[src/dnv_pkg.sv]
`default_nettype none
package dnv_pkg;

   localparam int unsigned TOTAL_W = 9;
   localparam int unsigned COUNT_W = 4;
   localparam int unsigned LABEL_W = 7;

   localparam logic [TOTAL_W-1:0] TOTAL_SAT = 9'd511;
   localparam logic [TOTAL_W-1:0] TOTAL_MIN = 9'd3;
   localparam logic [TOTAL_W-1:0] TOTAL_MAX = 9'd255;
   localparam logic [COUNT_W-1:0] COUNT_SAT = 4'd15;
   // dots closed before the root label: labels = dots + 1
   localparam logic [COUNT_W-1:0] DOTS_MIN  = 4'd1;
   localparam logic [COUNT_W-1:0] DOTS_MAX  = 4'd7;
   localparam logic [COUNT_W-1:0] DOTS_SLD  = 4'd1;
   localparam logic [LABEL_W-1:0] LABEL_SAT = 7'd127;
   localparam logic [LABEL_W-1:0] LABEL_MAX = 7'd63;
   localparam logic [LABEL_W-1:0] ROOT_MAX  = 7'd16;

   localparam logic [7:0] CHAR_HYPHEN  = 8'h2D;
   localparam logic [7:0] CHAR_DOT     = 8'h2E;
   localparam logic [7:0] CHAR_DIGIT_0 = 8'h30;
   localparam logic [7:0] CHAR_DIGIT_9 = 8'h39;
   localparam logic [7:0] CHAR_UPPER_A = 8'h41;
   localparam logic [7:0] CHAR_UPPER_Z = 8'h5A;
   localparam logic [7:0] CHAR_LOWER_A = 8'h61;
   localparam logic [7:0] CHAR_LOWER_Z = 8'h7A;

   localparam logic [1:0] MODE_FULL   = 2'd0;
   localparam logic [1:0] MODE_SECOND = 2'd1;
   localparam logic [1:0] MODE_ROOT   = 2'd2;
   localparam int unsigned MODE_ROOT_BIT = 1;

   typedef struct packed {
      logic alpha;
      logic alnum;
      logic hyphen;
      logic dot;
   } char_class_type;

endpackage
`default_nettype wire

[src/dnv_char_class.sv]
`default_nettype none
module dnv_char_class (
   input  wire logic [7:0]              char_byte,
   output dnv_pkg::char_class_type      char_class
);

   logic is_upper;
   logic is_lower;
   logic is_digit;

   always_comb begin
      is_upper = (char_byte >= dnv_pkg::CHAR_UPPER_A) && (char_byte <= dnv_pkg::CHAR_UPPER_Z);
      is_lower = (char_byte >= dnv_pkg::CHAR_LOWER_A) && (char_byte <= dnv_pkg::CHAR_LOWER_Z);
      is_digit = (char_byte >= dnv_pkg::CHAR_DIGIT_0) && (char_byte <= dnv_pkg::CHAR_DIGIT_9);
      char_class.alpha  = is_upper | is_lower;
      char_class.alnum  = is_upper | is_lower | is_digit;
      char_class.hyphen = (char_byte == dnv_pkg::CHAR_HYPHEN);
      char_class.dot    = (char_byte == dnv_pkg::CHAR_DOT);
   end

endmodule
`default_nettype wire

[src/dotted_name_validator.sv]
`default_nettype none
// The verdict is valid in the cycle after the final byte of a name is accepted.
// One byte per cycle while req_tready is high; per-name state updates per byte.
// A request is taken while a verdict waits, as long as the output register drains.
// Reset (synchronous, active high) clears all name state, the output valid and
// sets check_mode to full-name mode.
module dotted_name_validator (
   input  wire logic       clock,
   input  wire logic       reset,
   input  wire logic       csr_we,
   input  wire logic [1:0] csr_wdata,   // check_mode
   input  wire logic       req_tvalid,
   output logic            req_tready,
   input  wire logic [7:0] req_tdata,   // [7:0] char_byte
   input  wire logic       req_tlast,   // last_byte
   output logic            rsp_tvalid,
   input  wire logic       rsp_tready,
   output logic [7:0]      rsp_tdata    // [0] name_valid, [7:1] zero
);

   logic [1:0]                    mode_ff;
   logic [dnv_pkg::TOTAL_W-1:0]   total_ff, total_in;
   logic [dnv_pkg::COUNT_W-1:0]   count_ff, count_in;
   logic [dnv_pkg::LABEL_W-1:0]   len_ff, len_in;
   logic                          first_alpha_ff, first_alpha_in;
   logic                          first_alnum_ff, first_alnum_in;
   logic                          prev_alnum_ff, prev_alnum_in;
   logic                          failed_ff, failed_in;
   logic                          rsp_valid_ff, rsp_valid_in;
   logic                          verdict_ff, verdict_in;

   dnv_pkg::char_class_type       cls;
   logic                          accept;
   logic                          root_mode;
   logic                          ok;

   dnv_char_class u_class (
      .char_byte  (req_tdata),
      .char_class (cls)
   );

   assign req_tready = !rsp_valid_ff || rsp_tready;
   assign accept     = req_tvalid && req_tready;
   assign root_mode  = mode_ff[dnv_pkg::MODE_ROOT_BIT];

   always_comb begin
      total_in       = (total_ff != dnv_pkg::TOTAL_SAT) ? total_ff + 9'd1 : total_ff;
      count_in       = count_ff;
      len_in         = len_ff;
      first_alpha_in = first_alpha_ff;
      first_alnum_in = first_alnum_ff;
      prev_alnum_in  = prev_alnum_ff;
      failed_in      = failed_ff;

      if (cls.dot && !root_mode) begin
         // a final dot leaves the current label as the root label
         if (!req_tlast) begin
            if ((len_ff == '0) || (len_ff > dnv_pkg::LABEL_MAX) ||
                !first_alnum_ff || !prev_alnum_ff) begin
               failed_in = 1'b1;
            end
            if (count_ff != dnv_pkg::COUNT_SAT) begin
               count_in = count_ff + 4'd1;
            end
            len_in         = '0;
            first_alpha_in = 1'b0;
            first_alnum_in = 1'b0;
            prev_alnum_in  = 1'b0;
         end
      end else begin
         if (!cls.alnum && !cls.hyphen) begin
            failed_in = 1'b1;
         end
         if (len_ff == '0) begin
            first_alpha_in = cls.alpha;
            first_alnum_in = cls.alnum;
         end
         if (len_ff != dnv_pkg::LABEL_SAT) begin
            len_in = len_ff + 7'd1;
         end
         prev_alnum_in = cls.alnum;
      end

      ok = !failed_in && (len_in != '0) && (len_in <= dnv_pkg::ROOT_MAX) &&
           first_alpha_in && prev_alnum_in;
      if (!root_mode) begin
         if ((total_in < dnv_pkg::TOTAL_MIN) || (total_in > dnv_pkg::TOTAL_MAX)) begin
            ok = 1'b0;
         end
         if ((count_in < dnv_pkg::DOTS_MIN) || (count_in > dnv_pkg::DOTS_MAX)) begin
            ok = 1'b0;
         end
         if ((mode_ff == dnv_pkg::MODE_SECOND) && (count_in != dnv_pkg::DOTS_SLD)) begin
            ok = 1'b0;
         end
      end
      verdict_in = ok;

      rsp_valid_in = rsp_valid_ff && !rsp_tready;
      if (accept && req_tlast) begin
         rsp_valid_in = 1'b1;
      end
   end

   always_ff @(posedge clock) begin
      if (reset) begin
         mode_ff        <= dnv_pkg::MODE_FULL;
         total_ff       <= '0;
         count_ff       <= '0;
         len_ff         <= '0;
         first_alpha_ff <= 1'b0;
         first_alnum_ff <= 1'b0;
         prev_alnum_ff  <= 1'b0;
         failed_ff      <= 1'b0;
         rsp_valid_ff   <= 1'b0;
      end else begin
         if (csr_we) begin
            mode_ff <= csr_wdata;
         end
         rsp_valid_ff <= rsp_valid_in;
         if (accept) begin
            if (req_tlast) begin
               total_ff       <= '0;
               count_ff       <= '0;
               len_ff         <= '0;
               first_alpha_ff <= 1'b0;
               first_alnum_ff <= 1'b0;
               prev_alnum_ff  <= 1'b0;
               failed_ff      <= 1'b0;
            end else begin
               total_ff       <= total_in;
               count_ff       <= count_in;
               len_ff         <= len_in;
               first_alpha_ff <= first_alpha_in;
               first_alnum_ff <= first_alnum_in;
               prev_alnum_ff  <= prev_alnum_in;
               failed_ff      <= failed_in;
            end
         end
      end
   end

   always_ff @(posedge clock) begin
      if (accept && req_tlast) begin
         verdict_ff <= verdict_in;
      end
   end

   assign rsp_tvalid = rsp_valid_ff;
   assign rsp_tdata  = {7'd0, verdict_ff};

   // final byte yields a verdict and clears the name state
   a_last_clears: assert property (@(posedge clock) disable iff (reset)
      accept && req_tlast |=> rsp_valid_ff && (total_ff == '0) && (count_ff == '0) &&
                              (len_ff == '0) && !failed_ff)
      else $error("final byte did not post a verdict and clear state");

   // a non-final byte is counted and leaves no verdict behind
   a_mid_counts: assert property (@(posedge clock) disable iff (reset)
      accept && !req_tlast && !(rsp_valid_ff && !rsp_tready) |=>
         (total_ff != '0) && !rsp_valid_ff)
      else $error("non-final byte mishandled");

   // root mode never closes a label on a dot
   a_root_no_count: assert property (@(posedge clock) disable iff (reset)
      accept && !req_tlast && root_mode |=> count_ff == $past(count_ff))
      else $error("label count moved in root mode");

   // a broken rule sticks until the name ends
   a_fail_sticky: assert property (@(posedge clock) disable iff (reset)
      failed_ff && !(accept && req_tlast) |=> failed_ff)
      else $error("failure flag dropped mid-name");

endmodule
`default_nettype wire
[config.mk]
export PLATFORM = sky130hd
export DESIGN_NAME = dotted_name_validator
export DESIGN_NICKNAME = d
export VERILOG_FILES = /design/src/dnv_pkg.sv /design/src/dnv_char_class.sv /design/src/dotted_name_validator.sv
export SDC_FILE = /design/constraint.sdc
export NUM_CORES = 1
export LEC_CHECK = 0
export BUFFER_PORTS_ARGS = -buffer_cell sky130_fd_sc_hd__buf_2
export CORE_MARGIN = 5
export CORE_UTILIZATION = 45
export DETAILED_ROUTE_END_ITERATION = 10
export GPL_TIMING_DRIVEN = 1
export PLACE_DENSITY = 0.65
export RECOVER_POWER = 25
export SETUP_SLACK_MARGIN = 0.2
export SYNTH_ARGS = -nofsm -noshare
export SYNTH_HDL_FRONTEND = slang
export SYNTH_HIERARCHICAL = 1
export SYNTH_SLANG_ARGS = --single-unit
[constraint.sdc]
create_clock -name clock -period 3.31 [get_ports clock]
set_input_delay 0.1655 -clock clock [delete_from_list [all_inputs] [get_ports clock]]
set_output_delay 0.1655 -clock clock [all_outputs]
set_load 0.005 [all_outputs]
==> run_results.csv <==
group,metric,value,unit
floorplanning,die_area,5520,sq um
layout,fin_nets,276,
status,outcome,"complete, no violations",
pwr,leakage,0.683,nW
floorplanning,start_util,46.5,%
grt,grt_use_total,16.2,%
clock_tree,clockRootBuffer,"clkbuf_8",
grt,grt_max_degree,28,
route,drc,0,
route,route.detailed.vias_per_inst,5.86,
layout,areaGrowthSynthToFinish,4.64,%
synth,yosys_warnings,6,
synth,synth_area_leader_cell,"dfxtp_1",
grt,grt_pass1_vias,1533,
floorplanning,rows,23,
sta,maxSlewHeadroom,55.0,%
sta,worst_pin_slew,672,ps
synth,synthTopCellsByArea,"dfxtp_1, nor2_1, a21oi_1",
clock_tree,clock_path_buffers,2,
clock_tree,cts_setup_buffers,0,
synth,ys.flop_type,"dfxtp_1",
critical_path,critPathArrivalTime,2820,ps
placement,io_buffers,18,
synth,syn_area,1860,sq um
floorplanning,coreArea,4000,sq um
critical_path,cp_max_fo,7,
synth,synth_cell_types,51,
sta,fin_crit_sh,82.1,%
critical_path,cp-start-kind,"primary input",
synth,synth_edf_count,1,
synth,synthCells,253,
synth,ys_seq_elements,28,
clock_tree,clkSinkCount,28,
layout,drive_above_1_share,10.2,%
sta,final-setup-viol-count,0,
synth,synth_top_area_share,29.0,%
placement,post-dp-hpwl,3030,microns
sta,slew_violations,0,
sta,rsz0062_at_grt,"false",
clock_tree,cts-resized-gates,0,
sta,finalSetupTns,0,ps
critical_path,critical_path_class,"in -> reg",
sta,min_period,2720,ps
grt,grt_pass1_wl,7100,microns
floorplanning,num_io_pins,26,
critical_path,required,3410,ps
grt,grt.overflow.total,0,
synth,yosysMostFrequentCell,"nor2_1",
synth,synthTopCellsByCount,"nor2_1, dfxtp_1, nand2_1",
clock_tree,cts_hold_buffers,0,
synth,avgSynthCellArea,7.36,sq um
route,drt_pass1_iterations,4,
layout,fin_cells,305,
flow_run,cap_violations,0,
placement,placed_cells,301,
floorplanning,die_x,74.3,microns
clock_tree,clk_pin_slew,100,ps
clock_tree,htree_levels,1,
critical_path,r2r_slack,1050,ps
pwr,power_density,319,nW/um^2
synth,yosysSeqAreaShare,30.6,%
route,wl_per_cell,14.1,microns
sta,hold_viol_final,0,
sta,finalClockSkew,7.20,ps
route,dr_total_vias,1787,
placement,gp_congestion,0.900,
clock_tree,cts_buffers,3,
route,drt_iter0_markers,155,
route,antenna_left,0,
worst_hold_path,hold_class,"in -> reg",
layout,antenna_cells,0,
synth,synthArstFlopShare,0,%
clock_tree,cts_tree,"built",
route,drt_wl_total,4290,microns
clock_tree,clk_latency,270,ps
grt,antenna_found_initial,0,
pwr,ir_worst_vdd,0.224,mV
critical_path,endpoint_kind,"register",
sta,fmax,0.368,GHz
floorplanning,die_h,74.3,microns
==> report_power, final <==
group | internal [mW] | switching [mW] | leakage, nW
registers | 0.345 | 0.00618 | 0.229
logic | 0.0300 | 0.0500 | 0.432
clock network | 0.0863 | 0.104 | 0.0228
total | 0.461 | 0.160 | 0.683
==> through the flow <==
stage	hold WS, ps	utilization, %	cell area, sq um	setup WS [ps]	total power, mW
final	124	48.7	1950	592	0.621
after global routing	131	48.7	1950	351	0.654
after CTS	116	48.8	1950	613	0.631
after detailed placement	406	47.6	1910	337	0.438
after global placement	400	47.6	1910	416	0.439
after floorplan	313	-	1880	715	0.419
==> critical path: stages <==
cell and delay (ps):
buf_2 100, nor3b_1 260, nand4b_1 170, nor3b_1 420, or3b_1 510, or4_4 520, o311ai_2 100, mux2i_1 220
a31oi_1 90, nor4_1 270
==> cells in the final DEF, fill, tap and decap left out, types with 5 or more instances in the layout <==
cell / instances
nor4_1: 5
conb_1: 7
a31oi_1: 9
nor3_1: 13
a21oi_1: 23
buf_2: 16
o21ai_0: 11
dfxtp_1: 27
nor2_1: 34
nand3_1: 8
nand2_1: 24
and3_1: 5
==> layer usage <==
metal | track usage (%) | part of all wire (%) | vias to the layer above
met5 | 0 | 0 | -
met4 | 3.95 | 0.68 | 0
met3 | 3.24 | 7.1 | 2
met2 | 24.9 | 43 | 60
met1 | 23.2 | 49 | 807
li1 | - | - | 918
==> state kept, by name, indices dropped and copies added, names as in the netlist <==
register and flops:
total_ff 9, len_ff 7, count_ff 4, mode_ff 2, failed_ff 1, first_alnum_ff 1, first_alpha_ff 1, prev_alnum_ff 1
rsp_tvalid 1, verdict_ff 1
==> cell families (layout without fill, tap and decap cells) <==
| family | Yosys count | after routing | synth area share (%) |
|---|---|---|---|
| XOR/XNOR | 3 | 3 | 1.41 |
| multiplexers | 4 | 4 | 2.15 |
| AO/OA/AOI/OAI | 67 | 67 | 23.4 |
| AND/OR/NAND/NOR | 117 | 117 | 31.9 |
| flip-flops | 28 | 28 | 30.6 |
| buffers and inverters | 29 | 25 | 7.66 |
| other | 1 | 7 | 0.201 |
| adder cells (fa/ha/maj) | 4 | 4 | 2.69 |
==> cell type report <==
type,instances,area (sq um)
Fill cell,423,2050
Clock buffer,4,45.0
Tap cell,50,62.6
Inverter,3,11.3
Multi-Input combinational cell,202,1170
Sequential cell,28,571
Timing Repair Buffer,18,87.6
==> worst paths after layout <==
kind / from / to / cells after the start
worst max-delay path: req_tdata[7] / verdict_ff$_DFFE_PP_ / 10
worst max register to register: mode_ff[1]$_SDFFE_PP0P_ / verdict_ff$_DFFE_PP_ / 6
worst min-delay path: csr_wdata[1] / mode_ff[1]$_SDFFE_PP0P_ / 3
worst min register to register: prev_alnum_ff$_SDFFE_PP0P_ / prev_alnum_ff$_SDFFE_PP0P_ / 2
No activity file was read; power rests on OpenSTA's default activity.
